## src/sv/rmlp_pkg.sv

```systemverilog
package rmlp_pkg;

    typedef enum logic [1:0] {
        KIND_PREFIX,
        KIND_RX,
        KIND_LEN,
        KIND_IGNORE
    } line_kind_t;

    typedef enum logic [1:0] {
        PH_SKIP,
        PH_TAG,
        PH_VALUE
    } pair_phase_t;

    typedef struct packed {
        logic started;
        logic neg;
        logic stopped;
    } value_flags_t;

    typedef struct packed {
        logic [1:0]         status;
        logic [15:0]        device_id;
        logic [7:0]         sequence_res;
        logic [7:0]         lock_state;
        logic [7:0]         charge_byte;
        logic signed [15:0] link_rssi;
        logic signed [15:0] link_snr;
    } core_result_t;

    localparam logic [1:0] STATUS_OK         = 2'd0;
    localparam logic [1:0] STATUS_BAD_LENGTH = 2'd1;
    localparam logic [1:0] STATUS_BAD_HEADER = 2'd2;

    localparam logic CFG_HEADER_FIRST  = 1'b0;
    localparam logic CFG_HEADER_SECOND = 1'b1;

    localparam logic [7:0] HEADER_FIRST_RESET  = 8'h38;
    localparam logic [7:0] HEADER_SECOND_RESET = 8'h05;
    localparam logic signed [15:0] RSSI_DEFAULT = -16'sd99;
    localparam logic signed [15:0] SNR_DEFAULT  = 16'sd0;

    localparam logic [3:0] PAYLOAD_CHARS = 4'd14;
    localparam logic [3:0] COUNT_MAX     = 4'd15;

    localparam logic [3:0] TAG_START = 4'd0;
    localparam logic [3:0] TAG_RSSI  = 4'd4;
    localparam logic [3:0] TAG_SNR   = 4'd7;
    localparam logic [3:0] TAG_OTHER = 4'd15;

    localparam logic [15:0] ACC_SAT  = 16'd32768;
    localparam logic [15:0] POS_MAX  = 16'd32767;

    localparam logic [7:0] CHAR_NUL   = 8'h00;
    localparam logic [7:0] CHAR_TAB   = 8'h09;
    localparam logic [7:0] CHAR_CR    = 8'h0d;
    localparam logic [7:0] CHAR_SPACE = 8'h20;
    localparam logic [7:0] CHAR_QUOTE = 8'h22;
    localparam logic [7:0] CHAR_PLUS  = 8'h2b;
    localparam logic [7:0] CHAR_COMMA = 8'h2c;
    localparam logic [7:0] CHAR_MINUS = 8'h2d;
    localparam logic [7:0] CHAR_ZERO  = 8'h30;
    localparam logic [7:0] CHAR_NINE  = 8'h39;
    localparam logic [7:0] CHAR_COLON = 8'h3a;
    localparam logic [7:0] CHAR_UP_A  = 8'h41;
    localparam logic [7:0] CHAR_UP_E  = 8'h45;
    localparam logic [7:0] CHAR_UP_F  = 8'h46;
    localparam logic [7:0] CHAR_UP_I  = 8'h49;
    localparam logic [7:0] CHAR_UP_L  = 8'h4c;
    localparam logic [7:0] CHAR_UP_N  = 8'h4e;
    localparam logic [7:0] CHAR_UP_R  = 8'h52;
    localparam logic [7:0] CHAR_UP_S  = 8'h53;
    localparam logic [7:0] CHAR_UP_X  = 8'h58;
    localparam logic [7:0] CHAR_LO_A  = 8'h61;
    localparam logic [7:0] CHAR_LO_F  = 8'h66;

    // atoi result with 16 bit saturation
    function automatic logic signed [15:0] value_to_signed(input logic [15:0] acc,
                                                           input logic neg);
        logic [15:0] mag;
        mag = (acc > POS_MAX) ? POS_MAX : acc;
        if (neg)
        begin
            return $signed(16'(~acc + 16'd1));
        end
        return $signed(mag);
    endfunction

endpackage

```

## src/sv/rmlp_value_unit.sv

```systemverilog
module rmlp_value_unit #(
    parameter int VALUE_CHAR_LIMIT = 31,
    parameter int LEN_W = 5
) (
    input  logic [7:0]           ch,
    input  logic [15:0]          acc,
    input  rmlp_pkg::value_flags_t flags,
    input  logic [LEN_W-1:0]     len,
    output logic [15:0]          acc_next,
    output rmlp_pkg::value_flags_t flags_next,
    output logic [LEN_W-1:0]     len_next
);

    logic        is_digit;
    logic        is_blank;
    logic [18:0] acc_wide;

    assign is_digit = ch inside {[rmlp_pkg::CHAR_ZERO:rmlp_pkg::CHAR_NINE]};
    assign is_blank = (ch == rmlp_pkg::CHAR_SPACE) ||
                      (ch inside {[rmlp_pkg::CHAR_TAB:rmlp_pkg::CHAR_CR]});
    assign acc_wide = {acc, 3'b000} + {2'b00, acc, 1'b0}
                    + {15'd0, 4'(ch - rmlp_pkg::CHAR_ZERO)};

    always_comb
    begin
        acc_next   = acc;
        flags_next = flags;
        len_next   = len;
        if (len < LEN_W'(VALUE_CHAR_LIMIT))
        begin
            len_next = len + LEN_W'(1);
            if (!flags.stopped)
            begin
                if (!flags.started && is_blank)
                begin
                    // leading white space is skipped
                end
                else if (!flags.started && (ch == rmlp_pkg::CHAR_MINUS))
                begin
                    flags_next.started = 1'b1;
                    flags_next.neg     = 1'b1;
                end
                else if (!flags.started && (ch == rmlp_pkg::CHAR_PLUS))
                begin
                    flags_next.started = 1'b1;
                end
                else if (is_digit)
                begin
                    flags_next.started = 1'b1;
                    acc_next = (acc_wide > {3'd0, rmlp_pkg::ACC_SAT}) ?
                               rmlp_pkg::ACC_SAT : acc_wide[15:0];
                end
                else
                begin
                    flags_next.started = 1'b1;
                    flags_next.stopped = 1'b1;
                end
            end
        end
    end

endmodule

```

## src/sv/rmlp_charge_calc.sv

```systemverilog
module rmlp_charge_calc (
    input  logic [7:0] charge_byte,
    output logic [6:0] charge_percent
);

    logic [14:0] prod;
    logic [22:0] scaled;
    logic [6:0]  q_est;
    logic [14:0] back;
    logic [14:0] rem;

    // byte * 100, then / 255 via * 257 / 65536 with one correction step
    assign prod   = {1'b0, charge_byte, 6'd0} + {2'b00, charge_byte, 5'd0}
                  + {5'd0, charge_byte, 2'd0};
    assign scaled = {prod, 8'd0} + {8'd0, prod};
    assign q_est  = scaled[22:16];
    assign back   = {q_est, 8'd0} - {8'd0, q_est};
    assign rem    = prod - back;
    assign charge_percent = (rem >= 15'd255) ? (q_est + 7'd1) : q_est;

endmodule

```

## src/sv/rmlp_line_core.sv

```systemverilog
module rmlp_line_core #(
    parameter int VALUE_CHAR_LIMIT = 31,
    parameter int LEN_W = 5
) (
    input  logic                       clk,
    input  logic                       rst_n,
    input  logic                       step,
    input  logic [7:0]                 ch,
    input  logic                       line_end,
    input  logic [7:0]                 header_first_byte,
    input  logic [7:0]                 header_second_byte,
    output logic                       result_valid,
    output rmlp_pkg::core_result_t     result
);

    rmlp_pkg::line_kind_t   kind_reg, kind_next;
    logic [2:0]             pp_reg, pp_next;
    logic [3:0]             cnt_reg, cnt_next;
    logic [3:0]             hn_reg, hn_next;
    logic                   closed_reg, closed_next;
    rmlp_pkg::pair_phase_t  ph_reg, ph_next;
    logic [3:0]             tm_reg, tm_next;
    logic [15:0]            acc_reg, acc_next;
    rmlp_pkg::value_flags_t fl_reg, fl_next;
    logic [LEN_W-1:0]       vlen_reg, vlen_next;
    logic signed [15:0]     rssi_reg, rssi_next;
    logic signed [15:0]     snr_reg, snr_next;

    logic [7:0]             bytes_reg [7];
    logic [7:0]             bytes_view [7];
    logic                   wr_en;
    logic [2:0]             wr_idx;
    logic [7:0]             wr_data;

    logic [15:0]            vu_acc;
    rmlp_pkg::value_flags_t vu_flags;
    logic [LEN_W-1:0]       vu_len;

    logic                   do_apply;
    logic [3:0]             tag_cur;
    logic [3:0]             nib;
    logic signed [15:0]     value_s;

    function automatic logic [3:0] hex_digit(input logic [7:0] c);
        logic [3:0] d;
        d = 4'd0;
        if (c inside {[rmlp_pkg::CHAR_ZERO:rmlp_pkg::CHAR_NINE]})
        begin
            d = 4'(c - rmlp_pkg::CHAR_ZERO);
        end
        else if (c inside {[rmlp_pkg::CHAR_UP_A:rmlp_pkg::CHAR_UP_F]})
        begin
            d = 4'(c - rmlp_pkg::CHAR_UP_A + 8'd10);
        end
        else if (c inside {[rmlp_pkg::CHAR_LO_A:rmlp_pkg::CHAR_LO_F]})
        begin
            d = 4'(c - rmlp_pkg::CHAR_LO_A + 8'd10);
        end
        return d;
    endfunction

    function automatic logic [3:0] tag_step(input logic [3:0] t, input logic [7:0] c);
        logic [3:0] n;
        n = rmlp_pkg::TAG_OTHER;
        case (t)
            4'd0:    n = (c == rmlp_pkg::CHAR_UP_R) ? 4'd1 :
                         ((c == rmlp_pkg::CHAR_UP_S) ? 4'd5 : rmlp_pkg::TAG_OTHER);
            4'd1:    n = (c == rmlp_pkg::CHAR_UP_S) ? 4'd2 : rmlp_pkg::TAG_OTHER;
            4'd2:    n = (c == rmlp_pkg::CHAR_UP_S) ? 4'd3 : rmlp_pkg::TAG_OTHER;
            4'd3:    n = (c == rmlp_pkg::CHAR_UP_I) ? 4'd4 : rmlp_pkg::TAG_OTHER;
            4'd5:    n = (c == rmlp_pkg::CHAR_UP_N) ? 4'd6 : rmlp_pkg::TAG_OTHER;
            4'd6:    n = (c == rmlp_pkg::CHAR_UP_R) ? 4'd7 : rmlp_pkg::TAG_OTHER;
            default: n = rmlp_pkg::TAG_OTHER;
        endcase
        return n;
    endfunction

    // expected rx prefix character at a given position (R X space quote)
    function automatic logic [7:0] rx_prefix(input logic [1:0] p);
        logic [7:0] c;
        case (p)
            2'd0:    c = rmlp_pkg::CHAR_UP_R;
            2'd1:    c = rmlp_pkg::CHAR_UP_X;
            2'd2:    c = rmlp_pkg::CHAR_SPACE;
            default: c = rmlp_pkg::CHAR_QUOTE;
        endcase
        return c;
    endfunction

    function automatic logic [7:0] len_prefix(input logic [1:0] p);
        logic [7:0] c;
        case (p)
            2'd0:    c = rmlp_pkg::CHAR_UP_L;
            2'd1:    c = rmlp_pkg::CHAR_UP_E;
            2'd2:    c = rmlp_pkg::CHAR_UP_N;
            default: c = rmlp_pkg::CHAR_COLON;
        endcase
        return c;
    endfunction

    rmlp_value_unit #(
        .VALUE_CHAR_LIMIT(VALUE_CHAR_LIMIT),
        .LEN_W(LEN_W)
    ) u_value (
        .ch(ch),
        .acc(acc_reg),
        .flags(fl_reg),
        .len(vlen_reg),
        .acc_next(vu_acc),
        .flags_next(vu_flags),
        .len_next(vu_len)
    );

    always_comb
    begin
        for (int i = 0; i < 7; i++)
        begin
            bytes_view[i] = (wr_en && (wr_idx == 3'(i))) ? wr_data : bytes_reg[i];
        end
    end

    always_comb
    begin
        kind_next    = kind_reg;
        pp_next      = pp_reg;
        cnt_next     = cnt_reg;
        hn_next      = hn_reg;
        closed_next  = closed_reg;
        ph_next      = ph_reg;
        tm_next      = tm_reg;
        acc_next     = acc_reg;
        fl_next      = fl_reg;
        vlen_next    = vlen_reg;
        rssi_next    = rssi_reg;
        snr_next     = snr_reg;
        wr_en        = 1'b0;
        wr_idx       = cnt_reg[3:1];
        nib          = hex_digit(ch);
        wr_data      = {hn_reg, nib};
        do_apply     = 1'b0;
        tag_cur      = (ph_reg == rmlp_pkg::PH_SKIP) ? rmlp_pkg::TAG_START : tm_reg;
        result_valid = 1'b0;
        result       = '0;

        case (kind_reg)
            rmlp_pkg::KIND_PREFIX:
            begin
                if (ch == rmlp_pkg::CHAR_NUL)
                begin
                    kind_next = rmlp_pkg::KIND_IGNORE;
                end
                else if (pp_reg == 3'd0)
                begin
                    if (ch == rmlp_pkg::CHAR_UP_R)
                    begin
                        pp_next = 3'd1;
                    end
                    else if (ch == rmlp_pkg::CHAR_UP_L)
                    begin
                        pp_next = 3'd5;
                    end
                    else
                    begin
                        kind_next = rmlp_pkg::KIND_IGNORE;
                    end
                end
                else if (!pp_reg[2])
                begin
                    if (ch != rx_prefix(pp_reg[1:0]))
                    begin
                        kind_next = rmlp_pkg::KIND_IGNORE;
                    end
                    else
                    begin
                        pp_next = pp_reg + 3'd1;
                        if (pp_reg[1:0] == 2'd3)
                        begin
                            kind_next = rmlp_pkg::KIND_RX;
                        end
                    end
                end
                else
                begin
                    if (ch != len_prefix(pp_reg[1:0]))
                    begin
                        kind_next = rmlp_pkg::KIND_IGNORE;
                    end
                    else
                    begin
                        pp_next = pp_reg + 3'd1;
                        if (pp_reg[1:0] == 2'd3)
                        begin
                            // the whole line is pairs, the first tag being LEN
                            kind_next = rmlp_pkg::KIND_LEN;
                            tm_next   = rmlp_pkg::TAG_OTHER;
                            ph_next   = rmlp_pkg::PH_VALUE;
                            acc_next  = '0;
                            fl_next   = '0;
                            vlen_next = '0;
                        end
                    end
                end
            end
            rmlp_pkg::KIND_RX:
            begin
                if (!closed_reg)
                begin
                    if ((ch == rmlp_pkg::CHAR_QUOTE) || (ch == rmlp_pkg::CHAR_NUL))
                    begin
                        closed_next = 1'b1;
                    end
                    else
                    begin
                        if (cnt_reg < rmlp_pkg::PAYLOAD_CHARS)
                        begin
                            if (!cnt_reg[0])
                            begin
                                hn_next = nib;
                            end
                            else
                            begin
                                wr_en = 1'b1;
                            end
                        end
                        if (cnt_reg < rmlp_pkg::COUNT_MAX)
                        begin
                            cnt_next = cnt_reg + 4'd1;
                        end
                    end
                end
            end
            rmlp_pkg::KIND_LEN:
            begin
                if (ch == rmlp_pkg::CHAR_NUL)
                begin
                    do_apply  = (ph_reg == rmlp_pkg::PH_VALUE);
                    kind_next = rmlp_pkg::KIND_IGNORE;
                end
                else if (ph_reg == rmlp_pkg::PH_VALUE)
                begin
                    if (ch == rmlp_pkg::CHAR_COMMA)
                    begin
                        do_apply = 1'b1;
                        ph_next  = rmlp_pkg::PH_SKIP;
                    end
                    else
                    begin
                        acc_next  = vu_acc;
                        fl_next   = vu_flags;
                        vlen_next = vu_len;
                    end
                end
                else if ((ph_reg == rmlp_pkg::PH_SKIP) && (ch == rmlp_pkg::CHAR_SPACE))
                begin
                    // leading spaces before a tag
                end
                else
                begin
                    tm_next = tag_cur;
                    if (ch == rmlp_pkg::CHAR_COLON)
                    begin
                        ph_next   = rmlp_pkg::PH_VALUE;
                        acc_next  = '0;
                        fl_next   = '0;
                        vlen_next = '0;
                    end
                    else
                    begin
                        ph_next = rmlp_pkg::PH_TAG;
                        tm_next = tag_step(tag_cur, ch);
                    end
                end
            end
            default:
            begin
            end
        endcase

        if (line_end && (kind_next == rmlp_pkg::KIND_LEN) &&
            (ph_next == rmlp_pkg::PH_VALUE))
        begin
            do_apply = 1'b1;
        end

        value_s = rmlp_pkg::value_to_signed(acc_next, fl_next.neg);
        if (do_apply)
        begin
            if (tm_next == rmlp_pkg::TAG_RSSI)
            begin
                rssi_next = value_s;
            end
            else if (tm_next == rmlp_pkg::TAG_SNR)
            begin
                snr_next = value_s;
            end
        end

        if (line_end && (kind_next == rmlp_pkg::KIND_RX))
        begin
            result_valid = 1'b1;
            if (cnt_next != rmlp_pkg::PAYLOAD_CHARS)
            begin
                result.status = rmlp_pkg::STATUS_BAD_LENGTH;
            end
            else if ((bytes_view[0] != header_first_byte) ||
                     (bytes_view[1] != header_second_byte))
            begin
                result.status = rmlp_pkg::STATUS_BAD_HEADER;
            end
            else
            begin
                result.status       = rmlp_pkg::STATUS_OK;
                result.device_id    = {bytes_view[2], bytes_view[3]};
                result.sequence_res = bytes_view[4];
                result.lock_state   = bytes_view[5];
                result.charge_byte  = bytes_view[6];
                result.link_rssi    = rssi_reg;
                result.link_snr     = snr_reg;
                rssi_next           = rmlp_pkg::RSSI_DEFAULT;
                snr_next            = rmlp_pkg::SNR_DEFAULT;
            end
        end

        if (line_end)
        begin
            kind_next   = rmlp_pkg::KIND_PREFIX;
            pp_next     = 3'd0;
            cnt_next    = 4'd0;
            hn_next     = 4'd0;
            closed_next = 1'b0;
            ph_next     = rmlp_pkg::PH_SKIP;
            tm_next     = rmlp_pkg::TAG_START;
            acc_next    = '0;
            fl_next     = '0;
            vlen_next   = '0;
        end
    end

    always_ff @(posedge clk or negedge rst_n)
    begin
        if (!rst_n)
        begin
            kind_reg   <= rmlp_pkg::KIND_PREFIX;
            pp_reg     <= 3'd0;
            cnt_reg    <= 4'd0;
            hn_reg     <= 4'd0;
            closed_reg <= 1'b0;
            ph_reg     <= rmlp_pkg::PH_SKIP;
            tm_reg     <= rmlp_pkg::TAG_START;
            acc_reg    <= '0;
            fl_reg     <= '0;
            vlen_reg   <= '0;
            rssi_reg   <= rmlp_pkg::RSSI_DEFAULT;
            snr_reg    <= rmlp_pkg::SNR_DEFAULT;
        end
        else if (step)
        begin
            kind_reg   <= kind_next;
            pp_reg     <= pp_next;
            cnt_reg    <= cnt_next;
            hn_reg     <= hn_next;
            closed_reg <= closed_next;
            ph_reg     <= ph_next;
            tm_reg     <= tm_next;
            acc_reg    <= acc_next;
            fl_reg     <= fl_next;
            vlen_reg   <= vlen_next;
            rssi_reg   <= rssi_next;
            snr_reg    <= snr_next;
        end
    end

    always_ff @(posedge clk)
    begin
        if (step && wr_en)
        begin
            bytes_reg[wr_idx] <= wr_data;
        end
    end

    a_closed_only_in_rx: assert property (@(posedge clk) disable iff (!rst_n)
        closed_reg |-> (kind_reg == rmlp_pkg::KIND_RX))
        else $error("payload closed outside an rx line");

    a_count_bounded: assert property (@(posedge clk) disable iff (!rst_n)
        (cnt_reg != 4'd0) |-> (kind_reg == rmlp_pkg::KIND_RX))
        else $error("payload count set outside an rx line");

    a_line_end_clears: assert property (@(posedge clk) disable iff (!rst_n)
        (step && line_end) |=> (kind_reg == rmlp_pkg::KIND_PREFIX) && (pp_reg == 3'd0))
        else $error("line state not cleared after line end");

    a_value_len_limit: assert property (@(posedge clk) disable iff (!rst_n)
        vlen_reg <= LEN_W'(VALUE_CHAR_LIMIT))
        else $error("value length past its limit");

endmodule

```

## src/sv/radio_modem_line_parser_top.sv

```systemverilog
// Radio modem line parser. Takes one ASCII character per beat on s_* (tlast on the
// last character of a line) and gives at most one result per line on m_*: only an
// RX "hex" line yields a result, with its status in m_tuser and, when the status is
// ok, the decoded id, sequence, lock byte, charge percent and the stored rssi/snr in
// m_tdata (all zero otherwise). LEN: lines update the stored rssi and snr from their
// RSSI and SNR pairs; an ok result resets them to -99 and 0. One character is taken
// every cycle unless the input stalls; it passes the input register and its result
// the result register. The input stalls only while the result register is still
// full and the next character ends an RX line. The user must write the two header
// registers through cfg_* only while no line is in flight; the block does not enforce it.
module radio_modem_line_parser_top #(
    parameter int VALUE_CHAR_LIMIT = 31
) (
    input  logic        clk,
    input  logic        rst_n,

    input  logic        s_tvalid,
    output logic        s_tready,
    input  logic [7:0]  s_tdata,   // char_code
    input  logic        s_tlast,   // line_end

    output logic        m_tvalid,
    input  logic        m_tready,
    output logic [71:0] m_tdata,   // device_id, sequence_res, lock_state,
                                   // charge_percent, link_rssi, link_snr, zero pad
    output logic [1:0]  m_tuser,   // status

    input  logic        cfg_valid,
    output logic        cfg_ready,
    input  logic        cfg_index,
    input  logic [7:0]  cfg_data
);

    localparam int LEN_W = $clog2(VALUE_CHAR_LIMIT + 1);

    logic                   in_valid_reg;
    logic [7:0]             in_char_reg;
    logic                   in_last_reg;
    logic                   core_take;
    logic                   core_result_valid;
    rmlp_pkg::core_result_t core_result;
    logic [6:0]             charge_percent;
    logic                   out_free;

    logic                   out_valid_reg;
    logic [1:0]             out_status_reg;
    logic [70:0]            out_data_reg;

    logic [7:0]             header_first_reg;
    logic [7:0]             header_second_reg;

    assign cfg_ready = 1'b1;

    always_ff @(posedge clk or negedge rst_n)
    begin
        if (!rst_n)
        begin
            header_first_reg  <= rmlp_pkg::HEADER_FIRST_RESET;
            header_second_reg <= rmlp_pkg::HEADER_SECOND_RESET;
        end
        else if (cfg_valid && cfg_ready)
        begin
            case (cfg_index)
                rmlp_pkg::CFG_HEADER_FIRST:  header_first_reg  <= cfg_data;
                rmlp_pkg::CFG_HEADER_SECOND: header_second_reg <= cfg_data;
                default:
                begin
                end
            endcase
        end
    end

    assign out_free  = !out_valid_reg || m_tready;
    assign core_take = in_valid_reg && (!core_result_valid || out_free);
    assign s_tready  = !in_valid_reg || core_take;

    always_ff @(posedge clk or negedge rst_n)
    begin
        if (!rst_n)
        begin
            in_valid_reg <= 1'b0;
        end
        else if (s_tready)
        begin
            in_valid_reg <= s_tvalid;
        end
    end

    always_ff @(posedge clk)
    begin
        if (s_tready && s_tvalid)
        begin
            in_char_reg <= s_tdata;
            in_last_reg <= s_tlast;
        end
    end

    rmlp_line_core #(
        .VALUE_CHAR_LIMIT(VALUE_CHAR_LIMIT),
        .LEN_W(LEN_W)
    ) u_core (
        .clk(clk),
        .rst_n(rst_n),
        .step(core_take),
        .ch(in_char_reg),
        .line_end(in_last_reg),
        .header_first_byte(header_first_reg),
        .header_second_byte(header_second_reg),
        .result_valid(core_result_valid),
        .result(core_result)
    );

    rmlp_charge_calc u_charge (
        .charge_byte(core_result.charge_byte),
        .charge_percent(charge_percent)
    );

    always_ff @(posedge clk or negedge rst_n)
    begin
        if (!rst_n)
        begin
            out_valid_reg <= 1'b0;
        end
        else if (core_take && core_result_valid)
        begin
            out_valid_reg <= 1'b1;
        end
        else if (m_tready)
        begin
            out_valid_reg <= 1'b0;
        end
    end

    always_ff @(posedge clk)
    begin
        if (core_take && core_result_valid)
        begin
            out_status_reg <= core_result.status;
            out_data_reg   <= {core_result.link_snr, core_result.link_rssi, charge_percent,
                               core_result.lock_state, core_result.sequence_res,
                               core_result.device_id};
        end
    end

    assign m_tvalid = out_valid_reg;
    assign m_tuser  = out_status_reg;
    assign m_tdata  = {1'b0, out_data_reg};

    a_error_fields_zero: assert property (@(posedge clk) disable iff (!rst_n)
        (m_tvalid && (m_tuser != rmlp_pkg::STATUS_OK)) |-> (m_tdata == 72'd0))
        else $error("fields not zero on an error result");

    a_status_code: assert property (@(posedge clk) disable iff (!rst_n)
        m_tvalid |-> (m_tuser == rmlp_pkg::STATUS_OK) ||
                     (m_tuser == rmlp_pkg::STATUS_BAD_LENGTH) ||
                     (m_tuser == rmlp_pkg::STATUS_BAD_HEADER))
        else $error("status code out of range");

    a_charge_range: assert property (@(posedge clk) disable iff (!rst_n)
        m_tvalid |-> (m_tdata[38:32] <= 7'd100))
        else $error("charge percent above 100");

    a_empty_input_ready: assert property (@(posedge clk) disable iff (!rst_n)
        !in_valid_reg |-> s_tready)
        else $error("input register empty but not ready");

    a_no_result_overwrite: assert property (@(posedge clk) disable iff (!rst_n)
        (out_valid_reg && !m_tready) |-> !(core_take && core_result_valid))
        else $error("result register overwritten while held");

endmodule
```

## config.mk

```make
export PLATFORM = sky130hd
export DESIGN_NAME = radio_modem_line_parser_top
export DESIGN_NICKNAME = d
export VERILOG_FILES = /design/src/sv/rmlp_pkg.sv /design/src/sv/rmlp_value_unit.sv /design/src/sv/rmlp_charge_calc.sv /design/src/sv/rmlp_line_core.sv /design/src/sv/radio_modem_line_parser_top.sv
export SDC_FILE = /design/constraint.sdc
export NUM_CORES = 1
export LEC_CHECK = 0
export ABC_AREA = 1
export BUFFER_PORTS_ARGS = -buffer_cell sky130_fd_sc_hd__buf_2
export CORE_ASPECT_RATIO = 1.75
export CORE_UTILIZATION = 52
export CTS_CLUSTER_SIZE = 28
export DETAILED_ROUTE_END_ITERATION = 12
export GPL_ROUTABILITY_DRIVEN = 0
export MAX_ROUTING_LAYER = met4
export PLACE_DENSITY = 0.72
export RECOVER_POWER = 100
export SKIP_CTS_REPAIR_TIMING = 1
export SLEW_MARGIN = 5
export SYNTH_ARGS = -nofsm -noshare
export SYNTH_HDL_FRONTEND = slang
export SYNTH_SLANG_ARGS = --single-unit
```

## constraint.sdc

```tcl
create_clock -name clk -period 18.27 [get_ports clk]
set_clock_uncertainty 0.2 [all_clocks]
set_input_delay 2.7405 -clock clk [delete_from_list [all_inputs] [get_ports clk]]
set_output_delay 2.7405 -clock clk [all_outputs]
set_load 0.05 [all_outputs]
```

==> impl_metrics.yaml, run 1 <==
route:
  wl_on_met1_microns: 13900
  post-route-drc-count: 0
  detailedRoute.firstPassIterationCount: 6
  route.met3.wl_microns: 1710
  finalWirelength_microns: 39500
  post_drt_wl_per_cell_microns: 16.2
  routed.top_layer: "met4"
  detailroute.wirelength.met2_microns: 21300
  routed-via-count: 13485
  viasPerCell: 5.52
  number_of_nets_with_antenna_violations_after_detailed_routing: 0
  drt_iter0_markers: 871
logic_synthesis:
  dominant_combinational_cell_family_by_area_after_synthesis: "simple AND/OR/NAND/NOR gates"
  postSynthCellCount: 1968
  synth_area_leader_cell: "sky130_fd_sc_hd__edfxtp_1"
  netlist.area_leader.share: 0.272
  muxShareOfSynthArea: 0.000740
  biggest_area_contributors_in_the_synthesized_netlist: "sky130_fd_sc_hd__edfxtp_1, sky130_fd_sc_hd__dfrtp_1, sky130_fd_sc_hd__nand2_1"
  postSynth.asyncResetShare: 0.405
  synth_area_sq_um: 15200
  dominantRegCellSynth: "sky130_fd_sc_hd__edfxtp_1"
  number_of_enable_type_register_cells_in_the_synthesized_netlist: 138
  syn_area_per_cell_sq_um: 7.73
  synth_adder_area_share: 0.0761
  synth_nets: 2080
  synth_compound_gate_area_share: 0.100
  ys_ff_latch: 232
  yosys.cell_types.count: 60
  yosys.area_share.simple: 0.280
  seq_area_frac_synth: 0.428
  synth_xor_xnor_area_share: 0.0206
  yosys_warnings: 0
layout:
  flow.area_growth_from_synthesis_pct: 9.20
  largest_register_ff_count: 56
  count_of_filler_cells_inserted_in_the_layout: 2672
  drive_gt1_frac: 0.0624
  fin_nets: 2162
  diodes: 0
clock_tree:
  cts.root.buffer_cell: "sky130_fd_sc_hd__clkbuf_16"
  clock_insertion_delay_worst_skew_ps: 540
  clkSlewWorstSetupHoldPaths_ps: 70
  tritoncts_clock_tree: "done"
  ctsLongestPathBuffers: 3
  ctsHtreeMaxLevel: 1
  numCtsBuffers: 22
  number_of_sinks_driven_by_the_clock_tree: 232
floorplanning:
  initial_core_util: 0.530
  io_pins: 100
  die_area_sq_um: 30000
  row_count: 82
  die_h_microns: 228
  design.core.area_sq_um: 28700
  die_x_microns: 131
timing:
  slew_violations: 246
  timing.final.crit_period_ps: 12120
  final-setup-viol-count: 0
  report.final.hold_viol_count: 0
  grt_setup_unrepaired: "no"
  max_clock_freq_mhz: 82.5
  setup-tns-final_ps: 0
  worst_slew_pin_slew_ps: 3970
  max-slew-margin-rel: -1.65
  fin_crit_sh: 0.663
pwr:
  irDropWorstVdd_uv: 68.8
  cellLeakagePower_nw: 8.03
  finalPower_mw: 1.62
  cellPowerDensity_nw_per_um2: 97.7
run_status:
  failed_checks: "max-capacitance violations, max-slew violations"
  status: "finished, violations left"
global_route:
  grtUsageTotal: 0.272
  first_pass_grt_wire_length_microns: 64000
  first_global_vias: 13315
  antenna_violations_before_repair: 0
  global_route.overflow_total: 0
  grt_max_degree: 74
worst_setup_path:
  crit_required_ps: 18360
  crit_path_end_kind: "register"
  critical_path.max_stage_delay_ps: 1420
  r2r_slack_ps: 6150
  cp_slowest_cell: "sky130_fd_sc_hd__o21ai_0"
  worst-path-max-fanout: 71
  timing.critical_path.from_type: "register"
  setup.worst_path.class: "reg -> reg"
  crit_top_cell: "sky130_fd_sc_hd__nand2_1"
  cp.arrival_ps: 12210
run:
  max_cap_viol_count: 6
min_path:
  timing.hold.worst.class: "reg -> reg"
placed_design:
  dpl.hpwl_microns: 30100
  place.port_buffers: 97
-- logic make-up (layout without fill, tap and decap cells) --
| kind of cell | Yosys count | after routing |
|---|---|---|
| flops | 232 | 232 |
| buf+inv | 366 | 464 |
| compound gates | 274 | 274 |
| xor+xnor | 35 | 35 |
| mux | 1 | 1 |
| simple gates | 969 | 969 |
| other cells | 2 | 2 |
| fa+ha+maj | 89 | 89 |
-- through the flow --
| stage | utilization | hold WS (ps) | std cells | setup slack, ps | cell area (sq um) |
|---|---|---|---|---|---|
| 2_1_floorplan | - | 249 | 1968 | 9500 | 15200 |
| 3_3_place_gp | 0.558 | 262 | 2404 | 8420 | 16000 |
| 3_5_place_dp | 0.558 | 265 | 2404 | 8120 | 16000 |
| 4_1_cts | 0.585 | 283 | 2444 | 8100 | 16800 |
| 5_1_grt | 0.579 | 300 | 2444 | 5090 | 16600 |
| 6_report | 0.579 | 280 | 2444 | 6150 | 16600 |
-- worst paths after layout --
path,cells past startpoint,endpoint,from
min in group asynchronous,1,header_second_reg[5],rst_n
setup reg to reg,59,out_data_reg[38],in_char_reg[0]
hold reg to reg,2,u_core.rssi_reg[5],u_core.rssi_reg[5]
max in group asynchronous,2,u_core.acc_reg[4],rst_n
hold / removal,2,u_core.rssi_reg[5],u_core.rssi_reg[5]
setup / recovery,59,out_data_reg[38],in_char_reg[0]
-- cell usage after synthesis, types with 6 or more instances --
cell type                    n
sky130_fd_sc_hd__nand2_1   501
sky130_fd_sc_hd__inv_1     309
sky130_fd_sc_hd__nor2_1    200
sky130_fd_sc_hd__nand3_1   145
sky130_fd_sc_hd__edfxtp_1  138
sky130_fd_sc_hd__a21oi_1   106
sky130_fd_sc_hd__o21ai_0    98
sky130_fd_sc_hd__ha_1       83
sky130_fd_sc_hd__dfrtp_1    76
sky130_fd_sc_hd__nand4_1    32
sky130_fd_sc_hd__clkbuf_1   31
sky130_fd_sc_hd__xor2_1     28
sky130_fd_sc_hd__o22ai_1    23
sky130_fd_sc_hd__nor3_1     21
sky130_fd_sc_hd__dfstp_2    18
sky130_fd_sc_hd__nand2_2    15
sky130_fd_sc_hd__nand3b_1   15
sky130_fd_sc_hd__buf_2       9
sky130_fd_sc_hd__fa_1        6
sky130_fd_sc_hd__nor2_2      6
sky130_fd_sc_hd__nor2_4      6
sky130_fd_sc_hd__o21ai_1     6
sky130_fd_sc_hd__o21bai_1    6
sky130_fd_sc_hd__or2_2       6
sky130_fd_sc_hd__xnor2_1     6
-- report_power, final --
group	internal, mW	switching, mW
Clock	0.277	0.207
Sequential	0.628	0.0457
Combinational	0.128	0.337
-- per-layer routing --
layer	track usage	vias to the layer above
met2	0.511	467
met4	0.177	0
li1	-	6575
met1	0.263	6274
met5	-	-
met3	0.0264	169
-- critical path, delay by kind of cell, from the launching register on --
kind	cells	cell delay [ps]
simple gates	28	4070
compound gates	14	3300
fa+ha+maj	8	2540
buf+inv	7	920
flops	1	450
xor+xnor	2	430
-- area by class of cell --
| class | count | area (sq um) | share of cell area |
|---|---|---|---|
| multi-input combinational | 1370 | 7220 | 0.435 |
| clock inverter | 12 | 175 | 0.0105 |
| timing repair buffer | 108 | 449 | 0.0270 |
| sequential | 232 | 6520 | 0.392 |
| tap | 378 | 473 | 0.0285 |
| clock buffer | 28 | 593 | 0.0357 |
| inverter | 316 | 1190 | 0.0714 |
-- layout by cell type (no fill, tap or decap), types with 4 or more instances in the layout --
cell type	netlist	layout
sky130_fd_sc_hd__o21bai_1	6	6
sky130_fd_sc_hd__xnor2_1	6	6
sky130_fd_sc_hd__inv_1	309	309
sky130_fd_sc_hd__nand2_1	501	502
sky130_fd_sc_hd__xor2_1	28	28
sky130_fd_sc_hd__nand2_2	15	14
sky130_fd_sc_hd__nand3_1	145	146
sky130_fd_sc_hd__nand3b_1	15	15
sky130_fd_sc_hd__or2_2	6	6
sky130_fd_sc_hd__a22oi_1	4	4
sky130_fd_sc_hd__fa_1	6	6
sky130_fd_sc_hd__o21ai_0	98	101
sky130_fd_sc_hd__nor2_4	6	7
sky130_fd_sc_hd__clkbuf_16	0	22
sky130_fd_sc_hd__o21ai_1	6	4
sky130_fd_sc_hd__nand3_2	5	5
sky130_fd_sc_hd__nand4_1	32	33
sky130_fd_sc_hd__nor3_1	21	21
sky130_fd_sc_hd__nor2_2	6	5
sky130_fd_sc_hd__ha_1	83	83
sky130_fd_sc_hd__nor4_1	5	5
sky130_fd_sc_hd__clkbuf_1	31	87
sky130_fd_sc_hd__clkinv_1	2	4
sky130_fd_sc_hd__o22ai_1	23	23
sky130_fd_sc_hd__nor2_1	200	201
sky130_fd_sc_hd__buf_4	4	5
sky130_fd_sc_hd__dfstp_2	18	18
sky130_fd_sc_hd__a21oi_1	106	106
sky130_fd_sc_hd__o21a_1	4	4
sky130_fd_sc_hd__edfxtp_1	138	138
sky130_fd_sc_hd__o31ai_1	4	4
sky130_fd_sc_hd__dfrtp_1	76	76
sky130_fd_sc_hd__buf_2	9	20
sky130_fd_sc_hd__a211oi_1	5	5
No activity file was read; power rests on OpenSTA's default activity.
==> run 2, diff against run 1 <==
--- a/config.mk
+++ b/config.mk
@@ -5,7 +5,7 @@
 export SDC_FILE = /design/constraint.sdc
 export NUM_CORES = 1
 export LEC_CHECK = 0
-export ABC_AREA = 1
+export ABC_AREA = 0
 export BUFFER_PORTS_ARGS = -buffer_cell sky130_fd_sc_hd__buf_2
 export CORE_ASPECT_RATIO = 1.75
 export CORE_UTILIZATION = 52
@@ -13,7 +13,7 @@
 export DETAILED_ROUTE_END_ITERATION = 12
 export GPL_ROUTABILITY_DRIVEN = 0
 export MAX_ROUTING_LAYER = met4
-export PLACE_DENSITY = 0.72
+export PLACE_DENSITY = 0.75
 export RECOVER_POWER = 100
 export SKIP_CTS_REPAIR_TIMING = 1
 export SLEW_MARGIN = 5
==> constraint.sdc (replaced) <==
create_clock -name clk -period 11.05 [get_ports clk]
set_clock_uncertainty 0.2 [all_clocks]
set_input_delay 1.6575 -clock clk [delete_from_list [all_inputs] [get_ports clk]]
set_output_delay 1.6575 -clock clk [all_outputs]
set_load 0.05 [all_outputs]
==> run 2 against run 1 <==
The flow still finishes with violations (max-capacitance violations, max-slew violations). Via count down 12%. Routed wire length decreased by 2.0%. Setup slack got worse by 5600 ps. Clock-buffer cell count shrank 6. Global-route usage up 1.1 points. Combinational power shrank 31%. First-iteration DRC count grew 31%. Fmax is 16% higher. Critical path depth decreased by 11. Critical path type unchanged. Critical endpoint is now out_data_reg[33]. Largest cell class unchanged. Highest routed layer unchanged.
==> impl_metrics.yaml, run 2 <==
run_status:
  status: "finished, violations left"
  failed_checks: "max-capacitance violations, max-slew violations"
route:
  viasPerCell: 6.16
  post-route-drc-count: 0
  number_of_nets_with_antenna_violations_after_detailed_routing: 0
  drt_iter0_markers: 1143
  post_drt_wl_per_cell_microns: 20.1
  detailedRoute.firstPassIterationCount: 6
  finalWirelength_microns: 38700
  routed-via-count: 11890
clock_tree:
  number_of_sinks_driven_by_the_clock_tree: 232
  numCtsBuffers: 21
  tritoncts_clock_tree: "done"
  ctsLongestPathBuffers: 3
  ctsHtreeMaxLevel: 1
  clkSlewWorstSetupHoldPaths_ps: 70
  cts.root.buffer_cell: "sky130_fd_sc_hd__clkbuf_16"
  clock_insertion_delay_worst_skew_ps: 540
worst_setup_path:
  cp.arrival_ps: 10520
  critical_path.max_stage_delay_ps: 620
  crit_top_cell: "sky130_fd_sc_hd__ha_1"
  r2r_slack_ps: 600
  reg2reg_depth: 48
  crit_required_ps: 11120
  worst-path-max-fanout: 11
  cp_slowest_cell: "sky130_fd_sc_hd__or4_4"
  crit_path_end_kind: "register"
  timing.critical_path.from_type: "register"
  setup.worst_path.class: "reg -> reg"
timing:
  fin_crit_sh: 0.946
  setup-tns-final_ps: 0
  min_setup_slack_post_route_ps: 598
  timing.final.crit_period_ps: 10450
  slew_violations: 122
  whs_ps: 271
  final-setup-viol-count: 0
  max_clock_freq_mhz: 95.7
  worst_slew_pin_slew_ps: 2610
  report.final.hold_viol_count: 0
  max-slew-margin-rel: -0.746
layout:
  final_area_sq_um: 16200
  layout.cells.most_common_list: "sky130_fd_sc_hd__edfxtp_1, sky130_fd_sc_hd__nand2_1, sky130_fd_sc_hd__nor2_1, sky130_fd_sc_hd__buf_2, sky130_fd_sc_hd__o21ai_0"
  fin_nets: 1657
  largest_register_ff_count: 56
  seq_area_sq_um: 6520
  diodes: 0
  layout.cells.most_common: "sky130_fd_sc_hd__edfxtp_1"
  flow.area_growth_from_synthesis_pct: 11.4
  count_of_filler_cells_inserted_in_the_layout: 2347
  final_cell_count_no_fill: 1929
  drive_gt1_frac: 0.158
  final_core_utilization: 0.592
  multiInputGateArea_sq_um: 7610
floorplanning:
  design.core.area_sq_um: 27300
  die_area_sq_um: 28600
  die_x_microns: 128
  row_count: 80
  die_h_microns: 223
  initial_core_util: 0.531
  io_pins: 100
logic_synthesis:
  dominant_combinational_cell_family_by_area_after_synthesis: "simple AND/OR/NAND/NOR gates"
  muxShareOfSynthArea: 0.0208
  postSynth.asyncResetShare: 0.405
  number_of_enable_type_register_cells_in_the_synthesized_netlist: 138
  yosys.area_share.simple: 0.193
  postSynthCellCount: 1456
  yosys.cell_types.count: 97
  synth_xor_xnor_area_share: 0.0462
  seq_area_frac_synth: 0.449
  dominantRegCellSynth: "sky130_fd_sc_hd__edfxtp_1"
  synth_area_leader_cell: "sky130_fd_sc_hd__edfxtp_1"
  ys_ff_latch: 232
  synth_adder_area_share: 0.0805
  synth_compound_gate_area_share: 0.176
  netlist.area_leader.share: 0.285
  syn_area_per_cell_sq_um: 9.97
  synth_most_common_cell: "sky130_fd_sc_hd__edfxtp_1"
  synth.top_cells.by_count: "sky130_fd_sc_hd__edfxtp_1, sky130_fd_sc_hd__nand2_1, sky130_fd_sc_hd__nor2_1"
  synth_nets: 1568
  yosys_warnings: 0
  synth_area_sq_um: 14500
  biggest_area_contributors_in_the_synthesized_netlist: "sky130_fd_sc_hd__edfxtp_1, sky130_fd_sc_hd__dfrtp_1, sky130_fd_sc_hd__ha_1"
placed_design:
  place.port_buffers: 97
  postPlaceCellArea_sq_um: 15400
  dpl.hpwl_microns: 29000
  dp_worst_setup_slack_ps: 188
  numPlacedInstances: 1884
global_route:
  grtUsageTotal: 0.283
  global_route.overflow_total: 0
  first_global_vias: 11637
  first_pass_grt_wire_length_microns: 61200
  grt_max_degree: 79
  antenna_violations_before_repair: 0
pwr:
  finalPower_mw: 2.08
  cellLeakagePower_nw: 6.74
  irDropWorstVdd_uv: 114
  cellPowerDensity_nw_per_um2: 128
run:
  max_cap_viol_count: 3
min_path:
  timing.hold.worst.class: "reg -> reg"
  hold_path_depth: 1
==> run 2: worst max-delay path, delay by kind of cell, from the launching register on <==
| family | cells | cell delay, ps |
|---|---|---|
| fa+ha+maj | 9 | 2590 |
| compound gates | 12 | 2120 |
| buf+inv | 6 | 940 |
| mux | 2 | 590 |
| xor+xnor | 3 | 440 |
| simple gates | 16 | 2890 |
| flops | 1 | 440 |
==> run 2: layout make-up <==
class                   count  share of cell area
clock buffers              22              0.0327
inverters                  56              0.0130
flip-flops and latches    232               0.403
well taps                 369              0.0285
clock inverters            16             0.00688
multi-input cells        1100               0.470
repair buffers            134              0.0455
==> run 2: power by group <==
group / total, mW / internal, mW / switching [mW]
Combinational: 0.323 / 0.109 / 0.213
Clock: 0.702 / 0.358 / 0.345
Sequential: 1.05 / 0.994 / 0.0590
==> run 2: kinds of logic (layout without fill, tap and decap cells) <==
kind of cell,Yosys count,after routing
buf+inv,124,228
simple gates,521,521
other cells,2,2
mux,27,27
compound gates,385,385
xor+xnor,75,75
flops,232,232
fa+ha+maj,90,90
==> run 2: layer usage <==
| layer | routed length, microns | share of wire | global-route usage |
|---|---|---|---|
| met1 | 13800 | 0.36 | 0.293 |
| met2 | 20500 | 0.53 | 0.502 |
| met3 | 1930 | 0.050 | 0.0360 |
| met4 | 2540 | 0.066 | 0.177 |
| met5 | 0 | 0 | - |
==> run 2: path summary, 6_finish.rpt <==
check,start,endpoint
max,in_char_reg[0],out_data_reg[33]
min,u_core.snr_reg[13],u_core.snr_reg[13]
max reg2reg,in_char_reg[0],out_data_reg[33]
min reg2reg,u_core.snr_reg[13],u_core.snr_reg[13]
max in group asynchronous,rst_n,u_core.snr_reg[13]
min in group asynchronous,rst_n,header_first_reg[1]
